### src/rtl/plar_div.sv
// ----------------------------------------------------------------------------
// plar_div
// Restoring divider, one quotient bit per cycle.
// ----------------------------------------------------------------------------
module plar_div #(
    parameter int DIVIDEND_W = 33,
    parameter int DIVISOR_W  = 4
) (
    input  logic                  clk,
    input  logic                  rst_n,
    input  logic                  start,
    input  logic [DIVIDEND_W-1:0] dividend,
    input  logic [DIVISOR_W-1:0]  divisor,
    output logic                  busy,
    output logic [DIVIDEND_W-1:0] quotient
);
    localparam int CNT_W = $clog2(DIVIDEND_W + 1);

    logic [DIVISOR_W-1:0]  rem_reg;
    logic [DIVISOR_W-1:0]  divisor_reg;
    logic [DIVIDEND_W-1:0] quo_reg;
    logic [CNT_W-1:0]      count_reg;
    logic                  busy_reg;

    logic [DIVISOR_W:0]    shifted;
    logic [DIVISOR_W:0]    diff;
    logic                  take;
    logic [DIVISOR_W-1:0]  rem_next;

    always_comb
    begin
        shifted  = {rem_reg, quo_reg[DIVIDEND_W-1]};
        diff     = shifted - {1'b0, divisor_reg};
        take     = shifted >= {1'b0, divisor_reg};
        rem_next = take ? diff[DIVISOR_W-1:0] : shifted[DIVISOR_W-1:0];
    end

    always_ff @(posedge clk or negedge rst_n)
    begin
        if (!rst_n)
        begin
            busy_reg  <= 1'b0;
            count_reg <= '0;
        end
        else if (start)
        begin
            busy_reg  <= 1'b1;
            count_reg <= CNT_W'(DIVIDEND_W);
        end
        else if (busy_reg)
        begin
            count_reg <= count_reg - 1'b1;
            if (count_reg == CNT_W'(1))
                busy_reg <= 1'b0;
        end
    end

    always_ff @(posedge clk)
    begin
        if (start)
        begin
            rem_reg     <= '0;
            quo_reg     <= dividend;
            divisor_reg <= divisor;
        end
        else if (busy_reg)
        begin
            rem_reg <= rem_next;
            quo_reg <= {quo_reg[DIVIDEND_W-2:0], take};
        end
    end

    assign busy     = busy_reg;
    assign quotient = quo_reg;

endmodule

### config.mk
export PLATFORM = sky130hd
export DESIGN_NAME = plar_div
export DESIGN_NICKNAME = d
export VERILOG_FILES = /design/src/rtl/plar_div.sv
export SDC_FILE = /design/constraint.sdc
export NUM_CORES = 1
export LEC_CHECK = 0
export BUFFER_PORTS_ARGS = -buffer_cell sky130_fd_sc_hd__buf_2
export CORE_ASPECT_RATIO = 1.1
export CORE_MARGIN = 5
export CORE_UTILIZATION = 28
export DETAILED_ROUTE_END_ITERATION = 8
export SLEW_MARGIN = 40
export SYNTH_ARGS = -nofsm -noshare
export SYNTH_HDL_FRONTEND = slang
export SYNTH_SLANG_ARGS = --single-unit
### constraint.sdc
create_clock -name clk -period 1.9 [get_ports clk]
set_input_delay 0.19 -clock clk [delete_from_list [all_inputs] [get_ports clk]]
set_output_delay 0.19 -clock clk [all_outputs]
set_load 0.01 [all_outputs]
==> impl_metrics.env, run 1 <==
export IMPL_worst_pin_slew_ns=0.5033
export IMPL_dr_first_iter_drc_count=23
export IMPL_post_route_period_util_pct=96.41
export IMPL_postCtsSetupBuffers=0
export IMPL_reg2reg_slack_ns=0.07
export IMPL_n_antenna_cell=0
export IMPL_yosysWarningCount=0
export IMPL_dpl_cell_area_sq_um=2714
export IMPL_wl_per_cell_um=13.11
export IMPL_synthTopCellsByArea="edfxtp_1 (50%), mux2_2 (17%), dfrtp_1 (7.9%)"
export IMPL_slowest_delay_ns=0.39
export IMPL_rr_endpoint="quotient[0]"
export IMPL_htree_levels=2
export IMPL_cts_buffer_depth=2
export IMPL_power_mw=3.228
export IMPL_core_sq_um=7828
export IMPL_clk_pin_slew_worst_paths_ns=0.09
export IMPL_holdWs_ns=0.06547
export IMPL_start_util_pct=28.23
export IMPL_overflow=0
export IMPL_grt_pass1_vias=1450
export IMPL_clk_latency_ns=0.29
export IMPL_relSlewSlack_pct=66.44
export IMPL_finalClockSkew_ns=0.01055
export IMPL_grt_usage_pct=8.979
export IMPL_yosys_area_top_type="edfxtp_1"
export IMPL_fin_tns_setup_ns=0
export IMPL_grt_max_degree=35
export IMPL_grt_pass1_wl_um=6837
export IMPL_worst_slack_ns=0.06818
export IMPL_ant_nets=0
export IMPL_cts_tree="yes"
export IMPL_numCtsBuffers=5
export IMPL_die_width_um=94.70
export IMPL_switching_share_pct=30.96
export IMPL_io_buffers=73
export IMPL_cts_root_buf="clkbuf_8"
export IMPL_hold_class="primary input to flop"
export IMPL_nets=276
export IMPL_vdd_drop_max_mv=0.4716
export IMPL_via_per_inst=4.225
export IMPL_p_switching_uw=999.3
export IMPL_largest_reg_flops=33
export IMPL_cp_max_fo=5
export IMPL_fillers=814
export IMPL_pwr_share_comb_pct=31.9
export IMPL_vias=1428
export IMPL_power_density_nw_per_um2=1147
export IMPL_final_max_slew_viol_count=0
export IMPL_synthCells=150
export IMPL_grt_antenna_before_repair=0
export IMPL_wl_um=4431
export IMPL_reg2reg_depth=6
export IMPL_avgSynthCellArea_sq_um=14.73
export IMPL_run_status="completed"
export IMPL_slowest_stage="edfxtp_1"
export IMPL_critical_path_class="flop to flop"
export IMPL_stdcell_area_sq_um=2815
export IMPL_fmax_mhz=545.9
export IMPL_place_congestion=0.7636
export IMPL_crit_arrival_ns=1.89
export IMPL_drc_errors=0
export IMPL_syn_cell_area_sq_um=2210
export IMPL_synth_top_cell_area_share_pct=50.28
export IMPL_ys_types=35
export IMPL_hpwlAfterDp_um=3263
export IMPL_seqPwrFrac_pct=50.1
export IMPL_hold_path_startpoint="divisor[2]"
export IMPL_fin_crit_ns=1.832
export IMPL_leakage_nw=1.201
export IMPL_cap_viol_max_count=0
export IMPL_drive_gt1_share_pct=53.91
export IMPL_hold_path_depth=1
export IMPL_chipHeight_um=103.2
export IMPL_rows=34
export IMPL_critical_path_buf_inv_count=1
export IMPL_p_int_mw=2.229
export IMPL_die_area_sq_um=9770
export IMPL_start_kind="flop"
export IMPL_crit_family="simple AND/OR/NAND/NOR gates"
export IMPL_first_pass_iters=4
export IMPL_syn_nets=197
export IMPL_pre_cts_slack_ns=0.06393
export IMPL_worstPathCellList="inv_1 > ha_1 > nor2b_2 > o221a_4 > or2_4 > mux2_2"
export IMPL_final_setup_viol_count=0
export IMPL_yosysSeqAreaShare_pct=61.83
export IMPL_holdPathEnd="divisor_reg[2]"
export IMPL_synth_ff_latch_count=48
export IMPL_regToRegStartpoint="divisor_reg[1]"
export IMPL_cts_sinks=48
export IMPL_endpoint_kind="flop"
export IMPL_synthToLayoutAreaGrowth_pct=27.41
export IMPL_power_share_clock_pct=18.0
export IMPL_ios=74
export IMPL_finalHoldViolCount=0
export IMPL_cp_required_ns=1.95
-- cells by family after synthesis --
family	count (synthesis)	share of synthesized area, %
muxes	33	16.82
xor gates and xnor gates	5	1.982
DFF	48	61.84
and+or+nand+nor	28	7.249
buffers and inverters	15	2.718
AOI/OAI and AO/OA	14	5.096
adders and majority gates	7	4.303
-- per-layer routing --
layer	routed length [um]	track usage, %
met4	20	3.330
met2	2155	14.64
met1	1955	11.40
met5	0	0
met3	299	2.533
-- placed cells by master (no fill, tap or decap), types with 2 or more instances in the layout --
| cell | synthesis | layout |
|---|---|---|
| nor2_1 | 7 | 7 |
| nand2_1 | 5 | 5 |
| o21bai_1 | 2 | 2 |
| buf_4 | 0 | 4 |
| clkbuf_8 | 0 | 5 |
| nor3_1 | 3 | 3 |
| xor2_1 | 2 | 2 |
| a21o_1 | 2 | 2 |
| edfxtp_1 | 37 | 37 |
| mux2_2 | 33 | 33 |
| clkbuf_1 | 3 | 2 |
| inv_1 | 9 | 9 |
| buf_2 | 3 | 73 |
| o21ai_0 | 2 | 2 |
| nor3b_1 | 2 | 2 |
| xnor2_1 | 3 | 3 |
| dfxtp_1 | 4 | 4 |
| dfrtp_1 | 7 | 7 |
| o22ai_1 | 2 | 2 |
| or2_4 | 1 | 3 |
| ha_1 | 6 | 5 |
-- final cells by class --
class | count | area (sq um) | area share [%]
tap | 108 | 135.1 | 4.800
timing repair buffer | 78 | 405.4 | 14.40
multi-input combinational | 87 | 793.3 | 28.18
sequential | 48 | 1366 | 48.53
clock buffer | 7 | 76.32 | 2.711
clock inverter | 1 | 5.005 | 0.1778
inverter | 9 | 33.78 | 1.200
-- repair_timing --
item                                   in CTS  in global routing
gates resized for setup                     0                  3
setup endpoints to repair                   0                  1
endpoints found under the hold margin       7                  0
hold buffers                                1                  0
-- power groups by stage --
stage	combinational, mW	clock [mW]	sequential (mW)
floorplan	0.601	0	1.70
global placement	1.01	0	1.64
detailed placement	1.03	0	1.64
CTS	1.03	0.614	1.62
global route	1.15	0.655	1.65
finish	1.03	0.581	1.62
-- synth_stat cells --
| master | count |
|---|---|
| a211oi_1 | 1 |
| a21o_1 | 2 |
| a21oi_1 | 1 |
| a311o_1 | 1 |
| a311oi_1 | 1 |
| and3_1 | 1 |
| buf_2 | 3 |
| clkbuf_1 | 3 |
| dfrtp_1 | 7 |
| dfxtp_1 | 4 |
| edfxtp_1 | 37 |
| fa_1 | 1 |
| ha_1 | 6 |
| inv_1 | 9 |
| mux2_2 | 33 |
| nand2_1 | 5 |
| nand2b_1 | 1 |
| nand4_1 | 1 |
| nor2_1 | 7 |
| nor2b_1 | 2 |
| nor3_1 | 3 |
| nor3b_1 | 2 |
| nor4b_1 | 1 |
| nor4b_2 | 1 |
| o21ai_0 | 2 |
| o21bai_1 | 2 |
| o221a_4 | 1 |
| o22ai_1 | 2 |
| o311ai_1 | 1 |
| or2_1 | 1 |
| or2_2 | 1 |
| or2_4 | 1 |
| or3b_2 | 1 |
| xnor2_1 | 3 |
| xor2_1 | 2 |
-- how the worst max path moves through the flow --
| stage | depth (start not counted) | to | from |
|---|---|---|---|
| floorplan | 6 | quotient[0] | divisor_reg[1] |
| global placement | 6 | quotient[0] | divisor_reg[1] |
| detailed placement | 6 | quotient[0] | divisor_reg[1] |
| CTS | 6 | quotient[0] | divisor_reg[1] |
| global route | 6 | quotient[0] | divisor_reg[1] |
| finish | 6 | quotient[0] | divisor_reg[1] |
-- per-stage QoR --
step	cells	utilization, %
6_report	338	35.97
5_1_grt	338	35.97
4_1_cts	338	35.84
2_1_floorplan	150	-
3_5_place_dp	329	34.67
3_3_place_gp	329	34.67
No activity file was read; power rests on OpenSTA's default activity.
==> inputs of run 2 (changes only) <==
--- a/config.mk
+++ b/config.mk
@@ -6,10 +6,15 @@
 export NUM_CORES = 1
 export LEC_CHECK = 0
 export BUFFER_PORTS_ARGS = -buffer_cell sky130_fd_sc_hd__buf_2
+export CAP_MARGIN = 20
+export CELL_PAD_IN_SITES_DETAIL_PLACEMENT = 2
+export CELL_PAD_IN_SITES_GLOBAL_PLACEMENT = 2
 export CORE_ASPECT_RATIO = 1.1
 export CORE_MARGIN = 5
 export CORE_UTILIZATION = 28
 export DETAILED_ROUTE_END_ITERATION = 8
+export MAX_ROUTING_LAYER = met4
+export PLACE_DENSITY_LB_ADDON = 0.1
 export SLEW_MARGIN = 40
 export SYNTH_ARGS = -nofsm -noshare
 export SYNTH_HDL_FRONTEND = slang
==> run 2 against run 1 <==
First-iteration DRC count increased by 100%. Power up 9.5%. Clock power up 36%. Critical path depth is the same. Maximum frequency is 2.1% lower. Global-route usage grew 3.9 points. Cell area rose by 2.9%. Utilization up 1.1 points.
==> impl_metrics.env, run 2 (same netlist as run 1, synthesis figures left out) <==
export IMPL_holdPathEnd="divisor_reg[0]"
export IMPL_hold_path_depth=1
export IMPL_chipHeight_um=103.2
export IMPL_grt_antenna_before_repair=0
export IMPL_io_buffers=73
export IMPL_fin_crit_ns=1.871
export IMPL_power_mw=3.536
export IMPL_rsz0062_at_grt="true"
export IMPL_post_route_period_util_pct=98.45
export IMPL_drive_gt1_share_pct=56.22
export IMPL_endpoint_kind="flop"
export IMPL_vdd_drop_max_mv=0.4112
export IMPL_cap_viol_max_count=0
export IMPL_cts_root_buf="clkbuf_8"
export IMPL_hold_path_startpoint="divisor[0]"
export IMPL_die_width_um=94.70
export IMPL_nets=279
export IMPL_grt_pass1_wl_um=9204
export IMPL_fmax_mhz=534.6
export IMPL_cp_required_ns=1.96
export IMPL_die_area_sq_um=9770
export IMPL_worstPathCellList="inv_2 > ha_4 > or2_1 > o221a_4 > or2_4 > mux2_2"
export IMPL_cp_max_fo=5
export IMPL_dr_first_iter_drc_count=46
export IMPL_rows=34
export IMPL_layout_common_cells="buf_2 (73), edfxtp_1 (37), mux2_2 (33)"
export IMPL_holdWs_ns=0.05746
export IMPL_worst_pin_slew_ns=0.5193
export IMPL_rr_endpoint="quotient[0]"
export IMPL_place_congestion=0.8441
export IMPL_fin_util_pct=37.02
export IMPL_via_per_inst=4.525
export IMPL_crit_family="simple AND/OR/NAND/NOR gates"
export IMPL_cts_tree="yes"
export IMPL_fillers=862
export IMPL_crit_arrival_ns=1.93
export IMPL_ios=74
export IMPL_finalHoldViolCount=0
export IMPL_cts_sinks=48
export IMPL_hold_class="primary input to flop"
export IMPL_vias=1543
export IMPL_hpwlAfterDp_um=4369
export IMPL_relSlewSlack_pct=65.38
export IMPL_wl_um=5812
export IMPL_critical_path_class="flop to flop"
export IMPL_leakage_nw=1.240
export IMPL_clk_pin_slew_worst_paths_ns=0.09
export IMPL_slowest_delay_ns=0.39
export IMPL_drc_errors=0
export IMPL_start_kind="flop"
export IMPL_fin_tns_setup_ns=0
export IMPL_core_sq_um=7828
export IMPL_critical_path_buf_inv_count=1
export IMPL_grt_pass1_vias=1831
export IMPL_pre_cts_slack_ns=-0.001036
export IMPL_ant_nets=0
export IMPL_cts_buffer_depth=2
export IMPL_final_setup_viol_count=0
export IMPL_power_density_nw_per_um2=1220
export IMPL_final_max_slew_viol_count=0
export IMPL_wl_per_cell_um=17.04
export IMPL_overflow=0
export IMPL_largest_reg_flops=33
export IMPL_n_antenna_cell=0
export IMPL_clk_latency_ns=0.30
export IMPL_layout_commonest_cell="buf_2"
export IMPL_htree_levels=2
export IMPL_grt_usage_pct=12.86
export IMPL_reg2reg_depth=6
export IMPL_regToRegStartpoint="divisor_reg[1]"
export IMPL_numCtsBuffers=5
export IMPL_first_pass_iters=3
export IMPL_grt_max_degree=35
export IMPL_slowest_stage="edfxtp_1"
export IMPL_worst_slack_ns=0.02946
export IMPL_start_util_pct=28.23
export IMPL_synthToLayoutAreaGrowth_pct=31.14
export IMPL_run_status="completed"
export IMPL_finalClockSkew_ns=0.007580
export IMPL_reg2reg_slack_ns=0.03
-- run 2: power breakdown --
| part | total [mW] | internal [mW] | switching (mW) |
|---|---|---|---|
| Combinational | 1.11 | 0.542 | 0.571 |
| Sequential | 1.63 | 1.45 | 0.181 |
| Clock | 0.791 | 0.431 | 0.360 |
| Total | 3.54 | 2.42 | 1.11 |
-- run 2: worst max-delay path by stage --
| stage | slack (ns) | depth (start not counted) | endpoint | from |
|---|---|---|---|---|
| finish | 0.03 | 6 | quotient[0] | divisor_reg[1] |
| global route | 0.0002 | 6 | quotient[0] | divisor_reg[1] |
| CTS | 0.01 | 6 | quotient[0] | divisor_reg[1] |
| detailed placement | -0.001 | 6 | quotient[0] | divisor_reg[1] |
| global placement | 0.08 | 6 | quotient[0] | divisor_reg[1] |
| floorplan | 0.09 | 6 | quotient[0] | divisor_reg[1] |
-- run 2: through the flow --
step           std cells  instance area (sq um)
2_1_floorplan        150                   2210
3_3_place_gp         329                   2714
3_5_place_dp         329                   2716
4_1_cts              339                   2858
5_1_grt              341                   2898
6_report             341                   2898
-- run 2: what timing repair did --
item,CTS,global route
buffers inserted,1,2
pin swaps,1,2
endpoints found under the setup margin,1,1
gates resized for setup,1,5
endpoints found under the hold margin,7,0
hold buffers,1,0
-- run 2: layer usage --
layer | track usage [%] | up-vias | part of all wire (%)
met4 | 3.996 | 0 | 1.8
li1 | - | 720 | -
met2 | 23.21 | 45 | 56
met3 | 2.822 | 9 | 3.7
met5 | - | - | 0
met1 | 14.12 | 769 | 38
-- run 2: final cells by class --
type | instances | area, sq um | share of cell area [%]
Sequential cell | 48 | 1366 | 47.15
Tap cell | 108 | 135.1 | 4.663
Multi-Input combinational cell | 87 | 813.3 | 28.07
Inverter | 9 | 33.78 | 1.166
Clock inverter | 2 | 38.79 | 1.339
Timing Repair Buffer | 81 | 427.9 | 14.77
Clock buffer | 6 | 82.58 | 2.850
