$ cat src/rtl/plar_pkg.sv
// ----------------------------------------------------------------------------
// plar_pkg
// Types, constants and small tables shared by the anchor resampler modules.
// ----------------------------------------------------------------------------
package plar_pkg;

    localparam int FRAC_BITS        = 8;
    localparam int TILE_EXTENT      = 4096;
    localparam int MAX_SEGMENTS     = 4096;
    localparam int DEF_MAX_ANCHORS  = 64;

    localparam int SEG_LIMIT        = (MAX_SEGMENTS < 4096) ? MAX_SEGMENTS : 4096;
    localparam logic [11:0] SEG_CAP = 12'(SEG_LIMIT - 1);

    localparam int ROOT_W           = 25;
    localparam int ANGLE_LIMIT      = 25736;
    localparam int PI_Q16           = 205887;

    // configuration register indexes
    localparam logic [1:0] CFG_SPACING    = 2'd0;
    localparam logic [1:0] CFG_MAX_SCALE  = 2'd1;
    localparam logic [1:0] CFG_TILE_RATIO = 2'd2;
    localparam logic [1:0] CFG_OFFSET     = 2'd3;

    typedef struct packed {
        logic signed [15:0] vertex_x;
        logic signed [15:0] vertex_y;
        logic               first_vertex;
    } vertex_t;

    typedef struct packed {
        logic [19:0]        anchor_x;
        logic [19:0]        anchor_y;
        logic signed [15:0] anchor_angle;
        logic [4:0]         scale_halves;
        logic [11:0]        segment_number;
        logic               last_of_run;
        logic               truncated;
    } anchor_t;

    typedef enum logic [3:0] {
        ST_IDLE,
        ST_DELTA,
        ST_SQUARE,
        ST_LAUNCH,
        ST_WAIT,
        ST_DECIDE,
        ST_TRUNC,
        ST_LOOP,
        ST_MUL,
        ST_DIVSTART,
        ST_DIVWAIT,
        ST_PLACE,
        ST_FLUSH,
        ST_COMMIT
    } plar_state_t;

    // arctangent of 2^-i in Q.16 radians
    function automatic logic [15:0] atan_q16(input logic [3:0] i);
        logic [15:0] v;
        case (i)
            4'd0:    v = 16'd51472;
            4'd1:    v = 16'd30385;
            4'd2:    v = 16'd16055;
            4'd3:    v = 16'd8150;
            4'd4:    v = 16'd4091;
            4'd5:    v = 16'd2047;
            4'd6:    v = 16'd1024;
            4'd7:    v = 16'd512;
            4'd8:    v = 16'd256;
            4'd9:    v = 16'd128;
            4'd10:   v = 16'd64;
            4'd11:   v = 16'd32;
            4'd12:   v = 16'd16;
            4'd13:   v = 16'd8;
            4'd14:   v = 16'd4;
            default: v = 16'd2;
        endcase
        return v;
    endfunction

    // minimum scale in halves for a pattern level and position
    function automatic logic [4:0] pattern_scale(input logic [1:0] level,
                                                 input logic [2:0] pos);
        logic [4:0] v;
        case (level)
            2'd0:    v = 5'd1;
            2'd1:    v = pos[0] ? 5'd4 : 5'd1;
            2'd2:    v = pos[0] ? 5'd8 : (pos[1] ? 5'd4 : 5'd1);
            default: v = pos[0] ? 5'd16 : (pos[1] ? 5'd8 : (pos[2] ? 5'd4 : 5'd1));
        endcase
        return v;
    endfunction

endpackage

$ cat src/rtl/plar_cordic.sv
// ----------------------------------------------------------------------------
// plar_cordic
// Vectoring CORDIC for the segment direction, one rotation per cycle.
// ----------------------------------------------------------------------------
module plar_cordic (
    input  logic               clk,
    input  logic               rst_n,
    input  logic               start,
    input  logic signed [16:0] dx,
    input  logic signed [16:0] dy,
    output logic               busy,
    output logic signed [15:0] angle
);
    import plar_pkg::*;

    localparam int X_W = 36;
    localparam int Z_W = 21;

    logic signed [X_W-1:0] x_reg;
    logic signed [X_W-1:0] y_reg;
    logic signed [Z_W-1:0] z_reg;
    logic [3:0]            iter_reg;
    logic                  busy_reg;

    logic signed [X_W-1:0] x0;
    logic signed [X_W-1:0] y0;
    logic signed [X_W-1:0] xs;
    logic signed [X_W-1:0] ys;
    logic signed [Z_W-1:0] step;
    logic signed [Z_W:0]   zr;
    logic signed [Z_W:0]   zq;

    always_comb
    begin
        x0   = X_W'({dx, 16'd0});
        y0   = X_W'({dy, 16'd0});
        x0   = {{(X_W-33){dx[16]}}, dx, 16'd0};
        y0   = {{(X_W-33){dy[16]}}, dy, 16'd0};
        xs   = x_reg >>> iter_reg;
        ys   = y_reg >>> iter_reg;
        step = $signed({{(Z_W-16){1'b0}}, atan_q16(iter_reg)});
        zr   = {z_reg[Z_W-1], z_reg} + (Z_W+1)'(4);
        zq   = zr >>> 3;
        if (zq > (Z_W+1)'(ANGLE_LIMIT))
            angle = 16'(ANGLE_LIMIT);
        else if (zq < -(Z_W+1)'(ANGLE_LIMIT))
            angle = -16'(ANGLE_LIMIT);
        else
            angle = zq[15:0];
    end

    always_ff @(posedge clk or negedge rst_n)
    begin
        if (!rst_n)
        begin
            busy_reg <= 1'b0;
            iter_reg <= '0;
        end
        else if (start)
        begin
            busy_reg <= 1'b1;
            iter_reg <= '0;
        end
        else if (busy_reg)
        begin
            iter_reg <= iter_reg + 1'b1;
            if (iter_reg == 4'd15)
                busy_reg <= 1'b0;
        end
    end

    always_ff @(posedge clk)
    begin
        if (start)
        begin
            // fold the left half plane onto the right
            if (dx[16])
            begin
                x_reg <= -x0;
                y_reg <= -y0;
                z_reg <= dy[16] ? -Z_W'(PI_Q16) : Z_W'(PI_Q16);
            end
            else
            begin
                x_reg <= x0;
                y_reg <= y0;
                z_reg <= '0;
            end
        end
        else if (busy_reg)
        begin
            if (!y_reg[X_W-1])
            begin
                x_reg <= x_reg + ys;
                y_reg <= y_reg - xs;
                z_reg <= z_reg + step;
            end
            else
            begin
                x_reg <= x_reg - ys;
                y_reg <= y_reg + xs;
                z_reg <= z_reg - step;
            end
        end
    end

    assign busy = busy_reg;

endmodule

$ cat config.mk
export PLATFORM = sky130hd
export DESIGN_NAME = plar_cordic
export DESIGN_NICKNAME = d
export VERILOG_FILES = /design/src/rtl/plar_pkg.sv /design/src/rtl/plar_cordic.sv
export SDC_FILE = /design/constraint.sdc
export NUM_CORES = 1
export LEC_CHECK = 0
export CORE_MARGIN = 4
export CORE_UTILIZATION = 51
export CTS_CLUSTER_DIAMETER = 100
export DETAILED_ROUTE_END_ITERATION = 10
export DONT_BUFFER_PORTS = 1
export MAX_ROUTING_LAYER = met4
export PLACE_DENSITY = 0.75
export SLEW_MARGIN = 20
export SYNTH_ARGS = -nofsm -noshare
export SYNTH_HDL_FRONTEND = slang
export SYNTH_SLANG_ARGS = --single-unit
$ cat constraint.sdc
create_clock -name clk -period 9.15 [get_ports clk]
set_input_delay 0 -clock clk [delete_from_list [all_inputs] [get_ports clk]]
set_output_delay 0 -clock clk [all_outputs]
set_load 0.01 [all_outputs]
==> flow_metrics.tcl, run 1 <==
set metrics [dict create \
    dp_hpwl_mm 37.1 \
    syn_avg_cell_area_um2 8.38 \
    die_area_um2 35000 \
    drv_slew 0 \
    cts_resized 0 \
    vias_per_cell 6.89 \
    finalSetupTns_ns 0 \
    path_cells "buf_4, mux4_2, a221oi_1, o21ai_0, o22ai_1, and3_1, inv_1, nor2_1, a31oi_1, xnor2_1, ha_1, nand4_1, nor3_1, o311ai_0, a311oi_1, o211ai_1, nand2_1, a31oi_1, xor2_1, o21ai_0" \
    pin_count 54 \
    stdcell_count 2296 \
    place_congestion 0.981 \
    totalWireLength_mm 51.1 \
    drcViolationCount 0 \
    ys.flop_type "edfxtp_1" \
    cts_root_buffer "clkbuf_16" \
    layout-drive-gt1-share_pct 8.41 \
    slew_headroom_pct 33.2 \
    first_pass_iters 8 \
    dr.first_iter.drc_count 1823 \
    crit_type "reg2reg" \
    drt-wirelength-per-cell_um 22.3 \
    ys_ff_latch 98 \
    timing.hold.ws_ns 0.00702 \
    grt_pass1_vias 14900 \
    post-cts-setup-buffers 0 \
    cp-end-kind "register" \
    cts_tree "yes" \
    yosysSeqAreaShare_pct 17.8 \
    fin_crit_sh_pct 77.4 \
    rsz0062_at_grt "false" \
    synth.distinct_cells 97 \
    clockBufferDepth 2 \
    grt_overflow 0 \
    setup_viol 0 \
    area_growth_pct 3.50 \
    finalHoldViolations 0 \
    numCtsBuffers 9 \
    timing_worst_slew_pin_value_ns 0.990 \
    rows 65 \
    dr_total_vias 15800 \
    layout.nets 2035 \
    start_util_pct 51.7 \
    syn_inst 1953 \
    period_needed_ns 7.08 \
    crit_fanout 66 \
    max_clock_freq_mhz 141 \
    cts-hold-fix-buffers 23 \
    crit_arrival_ns 7.20 \
    hold_path.class "in2reg" \
    antenna_found_initial 1 \
    synth_edf_count 93 \
    placedCellCount 2254 \
    start_kind "register" \
    status "completed" \
    grt_pass1_wl_mm 81.1 \
    synth_nets 2102 \
    cts.sinks 98 \
    critPathSlowestCell "dfrtp_4" \
    yosys_warnings 0 \
    die_width_um 187 \
    grt_max_degree 110 \
    ant_nets 0 \
    die_y_um 187 \
    maxCapViolCount 0 \
    worst_ep_required_time_ns 9.27 \
    fin_skew_ns 0.00931 \
    grtUsageTotal_pct 29.1 \
    clkTransAtPathRegs_ns 0.08 \
    synthesis.area_um2 16400 \
    ctsHtreeMaxLevel 3 \
    critPathBufInv 2 \
    async_reset_ff_share_pct 5.10 \
    port_buffers 0 \
    core_um2 31600 \
    clk_latency_ns 0.38 \
    cpLargestDelayFamily "compound AO/OA/AOI/OAI gates" \
    max_stage_delay_ns 0.87 \
]
## cell families after synthesis
family                     after synthesis  share of synthesized area [%]
and+or+nand+nor                        620                           18.7
AOI/OAI and AO/OA                      598                           23.7
muxes                                  180                           16.8
xor gates and xnor gates               176                           9.51
buffers and inverters                  169                           4.78
adders and majority gates              112                           8.70
DFF                                     98                           17.8
## per-stage QoR
step	utilization, %	instance area (µm²)	worst slack [ns]
4_1_cts	53.5	16900	2.22
6_report	53.5	16900	2.07
5_1_grt	53.5	16900	1.54
2_1_floorplan	-	16400	3.43
3_5_place_dp	51.8	16400	2.30
3_3_place_gp	51.8	16400	2.47
## cell type report
| class | count | area (µm²) |
|---|---|---|
| Fill cell | 2926 | 14700 |
| Sequential cell | 98 | 2930 |
| Tap cell | 402 | 503 |
| Clock inverter | 7 | 52.6 |
| Antenna cell | 3 | 7.51 |
| Inverter | 55 | 206 |
| Clock buffer | 9 | 225 |
| Multi-Input combinational cell | 1686 | 12700 |
| Timing Repair Buffer | 36 | 345 |
## layout by cell type (no fill, tap or decap), types with 18 or more instances in the layout
cell type	Yosys	final
a211oi_1	32	32
a21o_1	42	42
a21oi_1	159	159
a31oi_1	31	31
and2_1	26	26
and3_1	22	22
dlygate4sd3_1	0	22
edfxtp_1	93	93
ha_1	109	109
inv_1	51	51
mux2_2	38	38
mux2i_1	73	73
mux4_2	53	53
nand2_1	180	180
nand2b_1	26	26
nand3_1	36	36
nor2_1	163	163
nor2b_1	30	30
nor3_1	41	41
o211ai_1	18	18
o21ai_0	132	132
o31ai_1	27	27
xnor2_1	115	115
xor2_1	60	60
## worst paths after layout
check	from	end	slack, ns	cells past startpoint
setup / recovery	iter_reg[1]$_DFFE_PN0P_	y_reg[31]$_DFFE_PP_	2.07	20
hold / removal	dx[16]	y_reg[30]$_DFFE_PP_	0.007	4
setup reg to reg	iter_reg[1]$_DFFE_PN0P_	y_reg[31]$_DFFE_PP_	2.07	20
hold reg to reg	iter_reg[0]$_DFFE_PN0P_	iter_reg[0]$_DFFE_PN0P_	0.62	2
min in group asynchronous	rst_n	iter_reg[1]$_DFFE_PN0P_	0.48	2
max in group asynchronous	rst_n	iter_reg[3]$_DFFE_PN0P_	8.43	2
## worst register-to-register path: cells and delay by family (launching register included)
family                     cells  cell delay (ns)
and+or+nand+nor                5             1.18
muxes                          1             0.67
AOI/OAI and AO/OA              9             2.51
DFF                            1             0.87
adders and majority gates      1             0.39
buffers and inverters          2             0.92
xor gates and xnor gates       2             0.30
## Yosys cell counts (all sizes together) (32+ instances only)
master,instances,area [µm²]
a211oi,32,240
a21o,42,315
a21oi,159,796
buf,58,355
clkbuf,56,220
edfxtp,93,2790
ha,109,1360
inv,53,199
mux2,38,428
mux2i,75,767
mux4,67,1560
nand2,180,676
nand3,36,180
nor2,163,612
nor3,43,231
o21ai,135,676
xnor2,115,1010
xor2,60,526
## layer usage
| layer | share of wire (%) | wire length, µm | track usage [%] | vias to the layer above |
|---|---|---|---|---|
| met5 | 0 | 0 | - | - |
| met4 | 4.5 | 2320 | 11.7 | 0 |
| met3 | 9.7 | 4970 | 4.80 | 189 |
| met2 | 46 | 23700 | 46.8 | 916 |
| met1 | 39 | 20200 | 36.6 | 7426 |
| li1 | - | - | - | 7291 |
Power of run 1 is not shown: default switching activity piles up to over one toggle a cycle in this logic, so the estimate is an artifact.
==> run 2: changes to the inputs <==
ABC_AREA = 1   (was default)
clock period = 6.9 ns   (was 9.15 ns; I/O delays follow)
==> run 2 against run 1 <==
Die area is 1.9% lower. Highest routed layer unchanged. Worst setup slack got worse by 0.89 ns. Flip-flop and latch count is the same. Via count grew 16%.
==> flow_metrics.tcl, run 2 <==
set metrics [dict create \
    status "completed" \
    r2r_slack_ns 1.17 \
    yosys_warnings 0 \
    syn_avg_cell_area_um2 5.92 \
    synth_edf_count 93 \
    grt.busiest_layer "met2" \
    fin_skew_ns 0.0170 \
    hold_path.class "in2reg" \
    first_pass_iters 8 \
    grt_use_met1_pct 46.4 \
    stdcell_count 3075 \
    finalSetupTns_ns 0 \
    crit_arrival_ns 5.88 \
    grt_pass1_wl_mm 89.1 \
    synth.area.top_cells "nand2_1 (18%), edfxtp_1 (17%), nand3_1 (12%)" \
    maxCapViolCount 0 \
    rr_worst_depth 28 \
    post-cts-setup-buffers 0 \
    layout.nets 2823 \
    numCtsBuffers 9 \
    start_util_pct 52.0 \
    synthesis.area_um2 16000 \
    clockBufferDepth 2 \
    path_common_cell "nand2_1" \
    place_congestion 1.02 \
    synth_fa_ha_area_share_pct 8.88 \
    dr_total_vias 18300 \
    rows 64 \
    synth_top_family_by_area "simple AND/OR/NAND/NOR gates" \
    crit_start "iter_reg[0]$_DFFE_PN0P_" \
    ant_nets 0 \
    syn_inst 2707 \
    antenna_found_initial 0 \
    synth_common_cells "nand2_1 (779), nand3_1 (393), nor2_1 (260)" \
    globalRouteMet2Util_pct 51.0 \
    die_y_um 185 \
    rr_startpoint "iter_reg[0]$_DFFE_PN0P_" \
    cp.depth 28 \
    start_kind "register" \
    drcViolationCount 0 \
    synthMuxAreaShare_pct 0.0624 \
    critPathBufInv 3 \
    whs_path_depth 4 \
    dp_hpwl_mm 43.8 \
    core_um2 30800 \
    synth_nets 2856 \
    use_met3_pct 4.54 \
    slew_headroom_pct 33.5 \
    placed_area_um2 16200 \
    drt-wirelength-per-cell_um 18.3 \
    place_ws_ns 1.44 \
    yosysMostFrequentCell "nand2_1" \
    clk_latency_ns 0.40 \
    vias_per_cell 5.95 \
    design_area_um2 16900 \
    diodes 0 \
    synth_compound_area_share_pct 17.4 \
    port_buffers 0 \
    synth.distinct_cells 56 \
    layout_setup_ws_ns 1.17 \
    layout-drive-gt1-share_pct 3.84 \
    async_reset_ff_share_pct 5.10 \
    cts_tree "yes" \
    crit_type "reg2reg" \
    mostFrequentLayoutCells "nand2_1 (779), nand3_1 (393), nor2_1 (260)" \
    layout_commonest_cell "nand2_1" \
    finalHoldViolations 0 \
    timing_worst_slew_pin_value_ns 0.997 \
    die_width_um 185 \
    die_area_um2 34300 \
    yosysTopAreaCellShare_pct 18.2 \
    placedCellCount 3022 \
    yosysSeqAreaShare_pct 18.2 \
    grt_max_degree 84 \
    drv_slew 0 \
    period_needed_ns 5.73 \
    synth_top_area_cell "nand2_1" \
    area_growth_pct 5.18 \
    worst_ep_required_time_ns 7.05 \
    ctsHtreeMaxLevel 3 \
    clkTransAtPathRegs_ns 0.09 \
    cpLargestDelayFamily "simple AND/OR/NAND/NOR gates" \
    cts_root_buffer "clkbuf_16" \
    rsz0062_at_grt "false" \
    grt_pass1_vias 16600 \
    min_from "dy[3]" \
    critPathSlowestCell "clkinv_2" \
    pin_count 54 \
    cts.sinks 98 \
    grtUsageTotal_pct 33.3 \
    max_stage_delay_ns 0.74 \
    cp-end-kind "register" \
    max_clock_freq_mhz 175 \
    synthSimpleGateAreaFrac_pct 41.2 \
    synth_xor_area_share_pct 5.24 \
    dr.first_iter.drc_count 2134 \
    grt_overflow 0 \
    setup_viol 0 \
    ys_ff_latch 98 \
    crit_fanout 69 \
    totalWireLength_mm 56.3 \
    fin_crit_sh_pct 83.0 \
    ys.flop_type "edfxtp_1" \
]
run 2: changes by cell type after synthesis, moves of 30 or more:
cell	delta
a211oi_1	-31
nor2b_1	-30
a21oi_1	+43
nand3_1	+357
nand2_1	+599
nor2_1	+97
inv_1	+202
a21o_1	-30
mux2i_1	-72
xnor2_1	-83
o21ai_0	+46
mux4_2	-53
mux2_2	-38
run 2: cells by family after synthesis:
kind of cell	Yosys count
and+or+nand+nor	1543
buffers and inverters	355
xor gates and xnor gates	96
DFF	98
muxes	1
adders and majority gates	112
AOI/OAI and AO/OA	502
run 2: final cells by class:
| type | instances | area [µm²] |
|---|---|---|
| timing repair buffer | 48 | 480 |
| clock inverter | 6 | 72.6 |
| multi-input combinational | 2254 | 11700 |
| tap | 396 | 495 |
| fill | 3214 | 14000 |
| clock buffer | 10 | 229 |
| inverter | 263 | 993 |
| sequential | 98 | 2920 |
run 2: layer usage:
metal	wire length, µm	vias to the layer above
met2	24900	759
met5	0	-
met1	25800	8398
met3	4210	82
met4	1320	0
li1	-	9053
run 2: repair_timing:
action | 4_1_cts | 5_1_grt
gates resized for setup | 0 | 0
hold buffers | 37 | 0
hold endpoints to repair | 67 | 0
run 2: path summary, 6_finish.rpt:
| check | end |
|---|---|
| max in group asynchronous | iter_reg[0]$_DFFE_PN0P_ |
| min | y_reg[21]$_DFFE_PP_ |
| min in group asynchronous | busy$_DFF_PN0_ |
| max reg2reg | x_reg[35]$_DFFE_PP_ |
| min reg2reg | iter_reg[0]$_DFFE_PN0P_ |
| max | x_reg[35]$_DFFE_PP_ |
run 2: tightest hold or removal path: stages:
cell,delay [ns]
nor3_1,0.04
inv_1,0.06
a21oi_1,0.06
o21ai_0,0.15
run 2: per-stage QoR:
step / hold slack [ns] / util [%]
6_report: 0.0168 / 54.7
2_1_floorplan: -0.296 / -
3_5_place_dp: -0.295 / 52.4
4_1_cts: 0.00491 / 54.7
5_1_grt: 0.0349 / 54.7
3_3_place_gp: -0.295 / 52.4
Power of run 2 is left out for the same reason.
