$ cat config.mk
export PLATFORM = sky130hd
export DESIGN_NAME = plar_sqrt
export DESIGN_NICKNAME = d
export VERILOG_FILES = /design/src/rtl/plar_pkg.sv /design/src/rtl/plar_sqrt.sv
export SDC_FILE = /design/constraint.sdc
export NUM_CORES = 1
export LEC_CHECK = 0
export BUFFER_PORTS_ARGS = -buffer_cell sky130_fd_sc_hd__buf_2
export CAP_MARGIN = 40
export CELL_PAD_IN_SITES_DETAIL_PLACEMENT = 1
export CELL_PAD_IN_SITES_GLOBAL_PLACEMENT = 2
export CORE_UTILIZATION = 41
export DETAILED_ROUTE_END_ITERATION = 12
export PLACE_DENSITY = 0.84
export SYNTH_ARGS = -nofsm -noshare
export SYNTH_HDL_FRONTEND = slang
export SYNTH_SLANG_ARGS = --single-unit
$ cat constraint.sdc
create_clock -name clk -period 5.97 [get_ports clk]
set_input_delay 0.597 -clock clk [delete_from_list [all_inputs] [get_ports clk]]
set_output_delay 0.597 -clock clk [all_outputs]
set_load 0.05 [all_outputs]
$ cat src/rtl/plar_pkg.sv
// ----------------------------------------------------------------------------
// plar_pkg
// Types, constants and small tables shared by the anchor resampler modules.
// ----------------------------------------------------------------------------
package plar_pkg;

    localparam int FRAC_BITS        = 8;
    localparam int TILE_EXTENT      = 4096;
    localparam int MAX_SEGMENTS     = 4096;
    localparam int DEF_MAX_ANCHORS  = 64;

    localparam int SEG_LIMIT        = (MAX_SEGMENTS < 4096) ? MAX_SEGMENTS : 4096;
    localparam logic [11:0] SEG_CAP = 12'(SEG_LIMIT - 1);

    localparam int ROOT_W           = 25;
    localparam int ANGLE_LIMIT      = 25736;
    localparam int PI_Q16           = 205887;

    // configuration register indexes
    localparam logic [1:0] CFG_SPACING    = 2'd0;
    localparam logic [1:0] CFG_MAX_SCALE  = 2'd1;
    localparam logic [1:0] CFG_TILE_RATIO = 2'd2;
    localparam logic [1:0] CFG_OFFSET     = 2'd3;

    typedef struct packed {
        logic signed [15:0] vertex_x;
        logic signed [15:0] vertex_y;
        logic               first_vertex;
    } vertex_t;

    typedef struct packed {
        logic [19:0]        anchor_x;
        logic [19:0]        anchor_y;
        logic signed [15:0] anchor_angle;
        logic [4:0]         scale_halves;
        logic [11:0]        segment_number;
        logic               last_of_run;
        logic               truncated;
    } anchor_t;

    typedef enum logic [3:0] {
        ST_IDLE,
        ST_DELTA,
        ST_SQUARE,
        ST_LAUNCH,
        ST_WAIT,
        ST_DECIDE,
        ST_TRUNC,
        ST_LOOP,
        ST_MUL,
        ST_DIVSTART,
        ST_DIVWAIT,
        ST_PLACE,
        ST_FLUSH,
        ST_COMMIT
    } plar_state_t;

    // arctangent of 2^-i in Q.16 radians
    function automatic logic [15:0] atan_q16(input logic [3:0] i);
        logic [15:0] v;
        case (i)
            4'd0:    v = 16'd51472;
            4'd1:    v = 16'd30385;
            4'd2:    v = 16'd16055;
            4'd3:    v = 16'd8150;
            4'd4:    v = 16'd4091;
            4'd5:    v = 16'd2047;
            4'd6:    v = 16'd1024;
            4'd7:    v = 16'd512;
            4'd8:    v = 16'd256;
            4'd9:    v = 16'd128;
            4'd10:   v = 16'd64;
            4'd11:   v = 16'd32;
            4'd12:   v = 16'd16;
            4'd13:   v = 16'd8;
            4'd14:   v = 16'd4;
            default: v = 16'd2;
        endcase
        return v;
    endfunction

    // minimum scale in halves for a pattern level and position
    function automatic logic [4:0] pattern_scale(input logic [1:0] level,
                                                 input logic [2:0] pos);
        logic [4:0] v;
        case (level)
            2'd0:    v = 5'd1;
            2'd1:    v = pos[0] ? 5'd4 : 5'd1;
            2'd2:    v = pos[0] ? 5'd8 : (pos[1] ? 5'd4 : 5'd1);
            default: v = pos[0] ? 5'd16 : (pos[1] ? 5'd8 : (pos[2] ? 5'd4 : 5'd1));
        endcase
        return v;
    endfunction

endpackage

$ cat src/rtl/plar_sqrt.sv
// ----------------------------------------------------------------------------
// plar_sqrt
// Digit-by-digit square root of the squared segment length, two radicand
// bits per cycle, giving the length with FRAC_BITS fraction bits.
// ----------------------------------------------------------------------------
module plar_sqrt (
    input  logic                       clk,
    input  logic                       rst_n,
    input  logic                       start,
    input  logic [33:0]                radicand,
    output logic                       busy,
    output logic [plar_pkg::ROOT_W-1:0] root
);
    import plar_pkg::*;

    localparam int SRC_W = 2 * ROOT_W;
    localparam int REM_W = ROOT_W + 3;
    localparam int CNT_W = $clog2(ROOT_W + 1);

    logic [SRC_W-1:0]  src_reg;
    logic [REM_W-1:0]  rem_reg;
    logic [ROOT_W-1:0] root_reg;
    logic [CNT_W-1:0]  count_reg;
    logic              busy_reg;

    logic [REM_W-1:0]  rem_sh;
    logic [REM_W-1:0]  trial;
    logic              take;

    always_comb
    begin
        rem_sh = {rem_reg[REM_W-3:0], src_reg[SRC_W-1 -: 2]};
        trial  = {1'b0, root_reg, 2'b01};
        take   = rem_sh >= trial;
    end

    always_ff @(posedge clk or negedge rst_n)
    begin
        if (!rst_n)
        begin
            busy_reg  <= 1'b0;
            count_reg <= '0;
        end
        else if (start)
        begin
            busy_reg  <= 1'b1;
            count_reg <= CNT_W'(ROOT_W);
        end
        else if (busy_reg)
        begin
            count_reg <= count_reg - 1'b1;
            if (count_reg == CNT_W'(1))
                busy_reg <= 1'b0;
        end
    end

    always_ff @(posedge clk)
    begin
        if (start)
        begin
            src_reg  <= SRC_W'({radicand, {(2 * FRAC_BITS){1'b0}}});
            rem_reg  <= '0;
            root_reg <= '0;
        end
        else if (busy_reg)
        begin
            src_reg  <= {src_reg[SRC_W-3:0], 2'b00};
            rem_reg  <= take ? (rem_sh - trial) : rem_sh;
            root_reg <= {root_reg[ROOT_W-2:0], take};
        end
    end

    assign busy = busy_reg;
    assign root = root_reg;

endmodule

==> metrics.log, run 1 <==
[metrics] status: complete, no violations
[metrics] pin count of the biggest net entering global routing: 73
[metrics] horizontal die dimension: 117 um
[metrics] maximum buffer depth of the clock tree: 2
[metrics] maximum net fanout on the critical path: 22
[metrics] Least-Margin Pin Slew: 0.938 ns
[metrics] Post-synth ARST share: 6.59%
[metrics] CTS tree: built
[metrics] biggest area contributors in the synthesized netlist: sky130_fd_sc_hd__dfxtp_1 (19%), sky130_fd_sc_hd__edfxtp_1 (19%), sky130_fd_sc_hd__mux2_2 (7.1%), sky130_fd_sc_hd__mux2i_1 (6.9%), sky130_fd_sc_hd__ha_1 (6.8%)
[metrics] CTS Root Cell: sky130_fd_sc_hd__clkbuf_16
[metrics] Worst Path Arrival: 3.07 ns
[metrics] startpoint-to-endpoint class of the critical path: reg2reg
[metrics] number of flops mapped to enable cells by yosys: 34
[metrics] global-route wire length before repair: 21.0 mm
[metrics] floorplan die height: 117 um
[metrics] area share of the largest cell type after synthesis: 19.0%
[metrics] CTS sink cnt: 91
[metrics] per-cell via count in the routed design: 5.33
[metrics] placeable core region: 0.0127 mm2
[metrics] starting utilization of the core area: 42.3%
[metrics] Seq cells post-synth: 91
[metrics] post-route cell area: 0.00611 mm2
[metrics] HPWL after detailed placement: 9.34 mm
[metrics] max capacitance violation total: 0
[metrics] gr ovfl total: 0
[metrics] synth-to-layout area growth: 13.7%
[metrics] Hold WS: 0.0644 ns
[metrics] Setup-failing EPs final: 0
[metrics] overall power consumption: 0.00300 W
[metrics] final net count: 651
[metrics] final period demand of the worst path: 2.89 ns
[metrics] Final Hold Viols: 0
[metrics] leakage dissipation: 2.63 nW
[metrics] syn avg cell area: 10.0 um2
[metrics] post-cts resize count: 0
[metrics] Setup TNS: 0 ns
[metrics] CTS clock-pin slew for the worst setup and hold paths: 0.07 ns
[metrics] Layout Skew: 0.00601 ns
[metrics] routed length on met1: 6.30 mm
[metrics] Die Area: 0.0136 mm2
[metrics] R2R setup slack: 3.08 ns
[metrics] Top-Level Pins: 63
[metrics] met3 routed WL: 229 um
[metrics] distinct cell type count of the synthesized netlist: 74
[metrics] antenna-violating nets left: 0
[metrics] final critical-path share of the clock period: 48.5%
[metrics] post-synthesis sequential area ratio: 40.8%
[metrics] CTS Hold Buffers Added: 0
[metrics] maximum clock frequency: 0.346 GHz
[metrics] critical path startpoint category: flop
[metrics] CTS Buf Count: 9
[metrics] Yosys Warn Count: 0
[metrics] Critical Path RT: 6.15 ns
[metrics] H-Tree Depth: 3
[metrics] Routed wire per std cell: 16.9 um
[metrics] row count: 41
[metrics] total global routing track utilization: 20.0%
[metrics] Post-Route WL: 12.8 mm
[metrics] Detailed Routing Iterations Pass 1: 4
[metrics] number of instances in the synthesized netlist: 535
[metrics] RSZ-0062 raised after global routing: false
[metrics] drt first-iter violations: 149
[metrics] vias after detailed routing: 4064
[metrics] Max-slew headroom: 37.5%
[metrics] Cell Area, Placed: 0.00583 mm2
[metrics] antenna violations before repair: 0
[metrics] kind of capture point of the worst setup path: flop
[metrics] flip-flop count of the largest register, all copies and words added: 34
[metrics] pwr dens: 490 mW/mm2
[metrics] post-synth net total: 601
[metrics] clock latency on the worst-skew pair: 0.35 ns
[metrics] # diodes: 0
[metrics] main flop type after synthesis: sky130_fd_sc_hd__dfxtp_1
[metrics] area of the mapped netlist: 0.00538 mm2
[metrics] Tightest Hold Check Type: in2async
[metrics] cell type contributing the most total cell area after synthesis: sky130_fd_sc_hd__dfxtp_1
[metrics] final max-slew violation count: 0
[metrics] top metal layer carrying routed signals: met4
[metrics] buffers inserted by post-CTS timing repair: 0
[metrics] via count of the first global-routing pass: 4142
[metrics] DRC violations left: 0
[metrics] DR WL met2: 6.13 mm
[metrics] layout cell share with drive strength beyond 1: 24.4%
[metrics] gpl congestion: 0.816
[metrics] port buffer count: 62
[metrics] IR Drop Worst-Case VDD: 0.000140 V
## area by class of cell
class | instances | area, um2
clock buffer | 9 | 225
tap | 172 | 215
multi-input combinational | 379 | 2900
fill | 1486 | 6610
sequential | 91 | 2190
timing repair buffer | 68 | 392
inverter | 36 | 135
clock inverter | 7 | 53.8
## kinds of logic (layout without fill, tap and decap cells)
group / after synthesis / after routing / synth area share [%]
and+or+nand+nor: 142 / 142 / 13.1
muxes: 71 / 71 / 14.0
buffers and inverters: 65 / 120 / 5.35
xor gates and xnor gates: 23 / 23 / 3.75
adders and majority gates: 29 / 29 / 6.75
DFF: 91 / 91 / 40.8
AOI/OAI and AO/OA: 114 / 114 / 16.2
## cells in the mapped netlist, types with 3 or more instances
library cell               number
sky130_fd_sc_hd__a21oi_1       23
sky130_fd_sc_hd__dfxtp_1       51
sky130_fd_sc_hd__a32oi_1        5
sky130_fd_sc_hd__and2_1         3
sky130_fd_sc_hd__mux2_2        34
sky130_fd_sc_hd__or3_1          3
sky130_fd_sc_hd__xnor2_1       12
sky130_fd_sc_hd__nand4_1        4
sky130_fd_sc_hd__buf_6          3
sky130_fd_sc_hd__o21bai_1       3
sky130_fd_sc_hd__nand3_1        6
sky130_fd_sc_hd__mux2i_1       37
sky130_fd_sc_hd__clkbuf_1      15
sky130_fd_sc_hd__nor2_1        58
sky130_fd_sc_hd__edfxtp_1      34
sky130_fd_sc_hd__inv_1         36
sky130_fd_sc_hd__o21a_1         3
sky130_fd_sc_hd__xor2_1        11
sky130_fd_sc_hd__a211oi_1      15
sky130_fd_sc_hd__buf_1          4
sky130_fd_sc_hd__o211ai_1       4
sky130_fd_sc_hd__a21o_1         7
sky130_fd_sc_hd__o21ai_1        5
sky130_fd_sc_hd__o21ai_0       12
sky130_fd_sc_hd__dfrtp_1        6
sky130_fd_sc_hd__nand2_1       27
sky130_fd_sc_hd__buf_2          5
sky130_fd_sc_hd__nor2b_1        5
sky130_fd_sc_hd__a31oi_1        4
sky130_fd_sc_hd__nand2b_1       7
sky130_fd_sc_hd__ha_1          29
sky130_fd_sc_hd__o21ai_2        3
sky130_fd_sc_hd__a311oi_2       3
sky130_fd_sc_hd__o31ai_1        3
sky130_fd_sc_hd__nor3_1         9
## per-layer routing
metal  vias up  global-route usage (%)
li1       2035                       -
met1      1973                    27.3
met2        43                    32.3
met3        13                    2.80
met4         0                    7.01
met5         -                       0
## layout by cell type, fill, tap and decap left out, types with 3 or more instances in the layout
| master | synthesis | layout |
|---|---|---|
| sky130_fd_sc_hd__buf_2 | 5 | 62 |
| sky130_fd_sc_hd__nor2_1 | 58 | 58 |
| sky130_fd_sc_hd__dfxtp_1 | 51 | 51 |
| sky130_fd_sc_hd__mux2i_1 | 37 | 37 |
| sky130_fd_sc_hd__inv_1 | 36 | 36 |
| sky130_fd_sc_hd__mux2_2 | 34 | 34 |
| sky130_fd_sc_hd__edfxtp_1 | 34 | 34 |
| sky130_fd_sc_hd__ha_1 | 29 | 29 |
| sky130_fd_sc_hd__nand2_1 | 27 | 27 |
| sky130_fd_sc_hd__a21oi_1 | 23 | 23 |
| sky130_fd_sc_hd__a211oi_1 | 15 | 15 |
| sky130_fd_sc_hd__o21ai_0 | 12 | 12 |
| sky130_fd_sc_hd__xnor2_1 | 12 | 12 |
| sky130_fd_sc_hd__xor2_1 | 11 | 11 |
| sky130_fd_sc_hd__nor3_1 | 9 | 9 |
| sky130_fd_sc_hd__clkbuf_16 | 0 | 9 |
| sky130_fd_sc_hd__a21o_1 | 7 | 7 |
| sky130_fd_sc_hd__nand2b_1 | 7 | 7 |
| sky130_fd_sc_hd__nand3_1 | 6 | 6 |
| sky130_fd_sc_hd__o21ai_1 | 5 | 5 |
| sky130_fd_sc_hd__nor2b_1 | 5 | 5 |
| sky130_fd_sc_hd__a32oi_1 | 5 | 5 |
| sky130_fd_sc_hd__dfrtp_1 | 6 | 5 |
| sky130_fd_sc_hd__nand4_1 | 4 | 4 |
| sky130_fd_sc_hd__o211ai_1 | 4 | 4 |
| sky130_fd_sc_hd__a31oi_1 | 4 | 4 |
| sky130_fd_sc_hd__o21bai_1 | 3 | 3 |
| sky130_fd_sc_hd__and2_1 | 3 | 3 |
| sky130_fd_sc_hd__o21ai_2 | 3 | 3 |
| sky130_fd_sc_hd__o21a_1 | 3 | 3 |
| sky130_fd_sc_hd__o31ai_1 | 3 | 3 |
| sky130_fd_sc_hd__a311oi_2 | 3 | 3 |
| sky130_fd_sc_hd__or3_1 | 3 | 3 |
| sky130_fd_sc_hd__clkinv_4 | 0 | 3 |
| sky130_fd_sc_hd__buf_4 | 1 | 3 |
## through the flow
stage          cells  setup slack (ns)  util [%]
3_3_place_gp     743              2.68      45.4
4_1_cts          762              3.08      48.0
3_5_place_dp     746              3.05      45.8
6_report         762              3.08      48.0
2_1_floorplan    535              3.33         -
5_1_grt          762              2.86      48.0
## critical path: stages, from the launching register on
cell and delay (ns):
sky130_fd_sc_hd__dfxtp_1 0.38, sky130_fd_sc_hd__inv_1 0.06, sky130_fd_sc_hd__ha_1 0.38, sky130_fd_sc_hd__a21oi_1 0.27, sky130_fd_sc_hd__o21ai_2 0.14, sky130_fd_sc_hd__nor4_2 0.32
sky130_fd_sc_hd__o21ai_2 0.10, sky130_fd_sc_hd__a21oi_2 0.19, sky130_fd_sc_hd__buf_6 0.22, sky130_fd_sc_hd__buf_4 0.33, sky130_fd_sc_hd__mux2i_1 0.23, sky130_fd_sc_hd__a211oi_1 0.10
## power by group
part / internal [W] / total [W] / switching (W)
clock network: 0.000285 / 0.000548 / 0.000263
registers: 0.000752 / 0.000837 / 0.0000851
logic: 0.000689 / 0.00161 / 0.000922
total: 0.00173 / 0.00300 / 0.00127
## path summary, 6_finish.rpt
kind	cells after the start	end	from
setup / recovery	11	rem_reg[11]	root[9]
min in group clk	2	rem_reg[24]	rem_reg[24]
hold reg to reg	2	rem_reg[24]	rem_reg[24]
setup reg to reg	11	rem_reg[11]	root[9]
hold / removal	1	count_reg[4]	rst_n
max in group asynchronous	1	busy	rst_n
Power figures use the tool's default switching activity.
==> inputs of run 2 (changes only) <==
--- a/config.mk
+++ b/config.mk
@@ -9,9 +9,9 @@
 export CAP_MARGIN = 40
 export CELL_PAD_IN_SITES_DETAIL_PLACEMENT = 1
 export CELL_PAD_IN_SITES_GLOBAL_PLACEMENT = 2
-export CORE_UTILIZATION = 41
+export CORE_UTILIZATION = 34
 export DETAILED_ROUTE_END_ITERATION = 12
-export PLACE_DENSITY = 0.84
+export PLACE_DENSITY = 0.74
 export SYNTH_ARGS = -nofsm -noshare
 export SYNTH_HDL_FRONTEND = slang
 export SYNTH_SLANG_ARGS = --single-unit
==> constraint.sdc (replaced) <==
create_clock -name clk -period 2.45 [get_ports clk]
set_input_delay 0.245 -clock clk [delete_from_list [all_inputs] [get_ports clk]]
set_output_delay 0.245 -clock clk [all_outputs]
set_load 0.05 [all_outputs]
==> metrics.log, run 2 (synthesis gave the netlist of run 1 again) <==
[metrics] gpl congestion: 0.829
[metrics] # diodes: 0
[metrics] leakage dissipation: 3.07 nW
[metrics] CTS Buf Count: 9
[metrics] Setup TNS: -0.00973 ns
[metrics] Detailed Routing Iterations Pass 1: 4
[metrics] Worst Path Arrival: 2.73 ns
[metrics] port buffer count: 62
[metrics] smallest setup slack after layout: -0.00973 ns
[metrics] final net count: 721
[metrics] RSZ-0062 raised after global routing: true
[metrics] most common cell after layout, fill and taps aside: sky130_fd_sc_hd__buf_4
[metrics] Max-slew headroom: 61.8%
[metrics] R2R cell count: 9
[metrics] total global routing track utilization: 17.7%
[metrics] layout cell share with drive strength beyond 1: 43.2%
[metrics] via count of the first global-routing pass: 4553
[metrics] list of cells traversed by the critical path: ha_4, buf_4, o211ai_1, nor2_2, o2111ai_2, nand4_1, a2111o_1, a31o_2, a311oi_2
[metrics] highest-delay cell along the critical path: sky130_fd_sc_hd__a2111o_1
[metrics] floorplan die height: 128 um
[metrics] global-route wire length before repair: 22.6 mm
[metrics] per-cell via count in the routed design: 5.04
[metrics] final critical-path share of the clock period: 100%
[metrics] maximum net fanout on the critical path: 4
[metrics] Top-Level Pins: 63
[metrics] clock latency on the worst-skew pair: 0.36 ns
[metrics] IR Drop Worst-Case VDD: 0.000598 V
[metrics] R2R setup slack: -0.01 ns
[metrics] vias after detailed routing: 4389
[metrics] final period demand of the worst path: 2.46 ns
[metrics] row count: 45
[metrics] number of instances in the placed design: 831
[metrics] CTS sink cnt: 91
[metrics] final max-slew violation count: 0
[metrics] horizontal die dimension: 128 um
[metrics] flip-flop count of the largest register, all copies and words added: 34
[metrics] starting utilization of the core area: 35.1%
[metrics] violations in the final reports: negative setup slack
[metrics] Critical Path Max Stage Delay: 0.42 ns
[metrics] Layout Skew: 0.00683 ns
[metrics] critical path startpoint category: flop
[metrics] CTS clock-pin slew for the worst setup and hold paths: 0.07 ns
[metrics] HPWL after detailed placement: 9.86 mm
[metrics] Least-Margin Pin Slew: 0.573 ns
[metrics] Setup-failing EPs final: 1
[metrics] synth-to-layout area growth: 34.1%
[metrics] count of filler cells inserted in the layout: 1724
[metrics] drt first-iter violations: 261
[metrics] DRC violations left: 0
[metrics] RR Endpoint: rem_reg[25]
[metrics] antenna-violating nets left: 0
[metrics] startpoint-to-endpoint class of the critical path: reg2reg
[metrics] worst hold path stage count: 2
[metrics] max capacitance violation total: 0
[metrics] startpoint of the most critical hold path: radicand[1]
[metrics] gr ovfl total: 0
[metrics] status: finished with violations
[metrics] pwr dens: 1300 mW/mm2
[metrics] Critical Path RT: 2.72 ns
[metrics] kind of capture point of the worst setup path: flop
[metrics] antenna violations before repair: 0
[metrics] Routed wire per std cell: 16.9 um
[metrics] maximum clock frequency: 0.407 GHz
[metrics] CTS tree: built
[metrics] maximum buffer depth of the clock tree: 2
[metrics] most used cells in the layout excluding fill and tap cells: sky130_fd_sc_hd__buf_4 (69), sky130_fd_sc_hd__buf_2 (62), sky130_fd_sc_hd__nor2_1 (54)
[metrics] CTS Root Cell: sky130_fd_sc_hd__clkbuf_16
[metrics] Die Area: 0.0163 mm2
[metrics] H-Tree Depth: 3
[metrics] Post-Route WL: 14.7 mm
[metrics] post-route insts no fill: 870
[metrics] placeable core region: 0.0153 mm2
[metrics] Tightest Hold Check Type: in2reg
[metrics] Final Hold Viols: 0
[metrics] destination of the worst hold path: src_reg[17]
[metrics] Worst R2R Start: rem_reg[4]
[metrics] pin count of the biggest net entering global routing: 44
## run 2: metal layers
layer | share of wire, % | track usage, %
met3 | 2.0 | 3.01
met2 | 49 | 28.5
met5 | 0 | 0
met4 | 1.7 | 7.20
met1 | 47 | 23.6
## run 2: where the power goes
group | total [W] | leakage (nW) | internal [W] | switching (W)
clock network | 0.00152 | 0.154 | 0.000892 | 0.000630
registers | 0.00206 | 0.857 | 0.00184 | 0.000225
logic | 0.00578 | 2.06 | 0.00296 | 0.00283
## run 2: repair_timing
action	4_1_cts	5_1_grt
pin swaps	8	28
hold endpoints to repair	6	0
gates resized for setup	9	69
hold buffers	1	0
cloned	0	3
endpoints found under the setup margin	15	25
buffers inserted	2	18
## run 2: worst max-delay path by stage
stage / slack, ns / start / cells past startpoint / endpoint
after floorplan: -0.001 / root[16] / 11 / rem_reg[13]
after global placement: -0.04 / root[10] / 10 / rem_reg[23]
after detailed placement: -0.08 / root[2] / 9 / rem_reg[25]
after CTS: 0.005 / root[1] / 9 / rem_reg[25]
after global routing: -0.09 / rem_reg[4] / 9 / rem_reg[25]
final: -0.01 / rem_reg[4] / 9 / rem_reg[25]
## run 2: cell type report
| class | count | area, um2 | area share [%] |
|---|---|---|---|
| timing repair buffer | 138 | 965 | 13.4 |
| clock inverter | 6 | 90.1 | 1.25 |
| sequential | 91 | 2230 | 31.0 |
| tap | 211 | 264 | 3.66 |
| clock buffer | 9 | 225 | 3.12 |
| inverter | 36 | 135 | 1.87 |
| multi-input combinational | 379 | 3300 | 45.7 |
## run 2: critical path: cells and delay by family, from the launching register on
kind	cells	cell delay, ns
and+or+nand+nor	2	0.31
DFF	1	0.40
adders and majority gates	1	0.25
AOI/OAI and AO/OA	5	1.24
buffers and inverters	1	0.16
## run 2: through the flow
step	instance area, um2	total power [W]	hold slack, ns	util [%]	setup WS [ns]
2_1_floorplan	5410	0.00519	-0.0506	-	-0.00140
3_3_place_gp	6250	0.00634	0.0754	40.8	-0.0353
3_5_place_dp	6250	0.00643	0.0738	40.8	-0.0783
4_1_cts	6650	0.00813	0.154	43.4	0.00515
5_1_grt	7210	0.00995	0.176	47.1	-0.0891
6_report	7210	0.00937	0.166	47.1	-0.00973
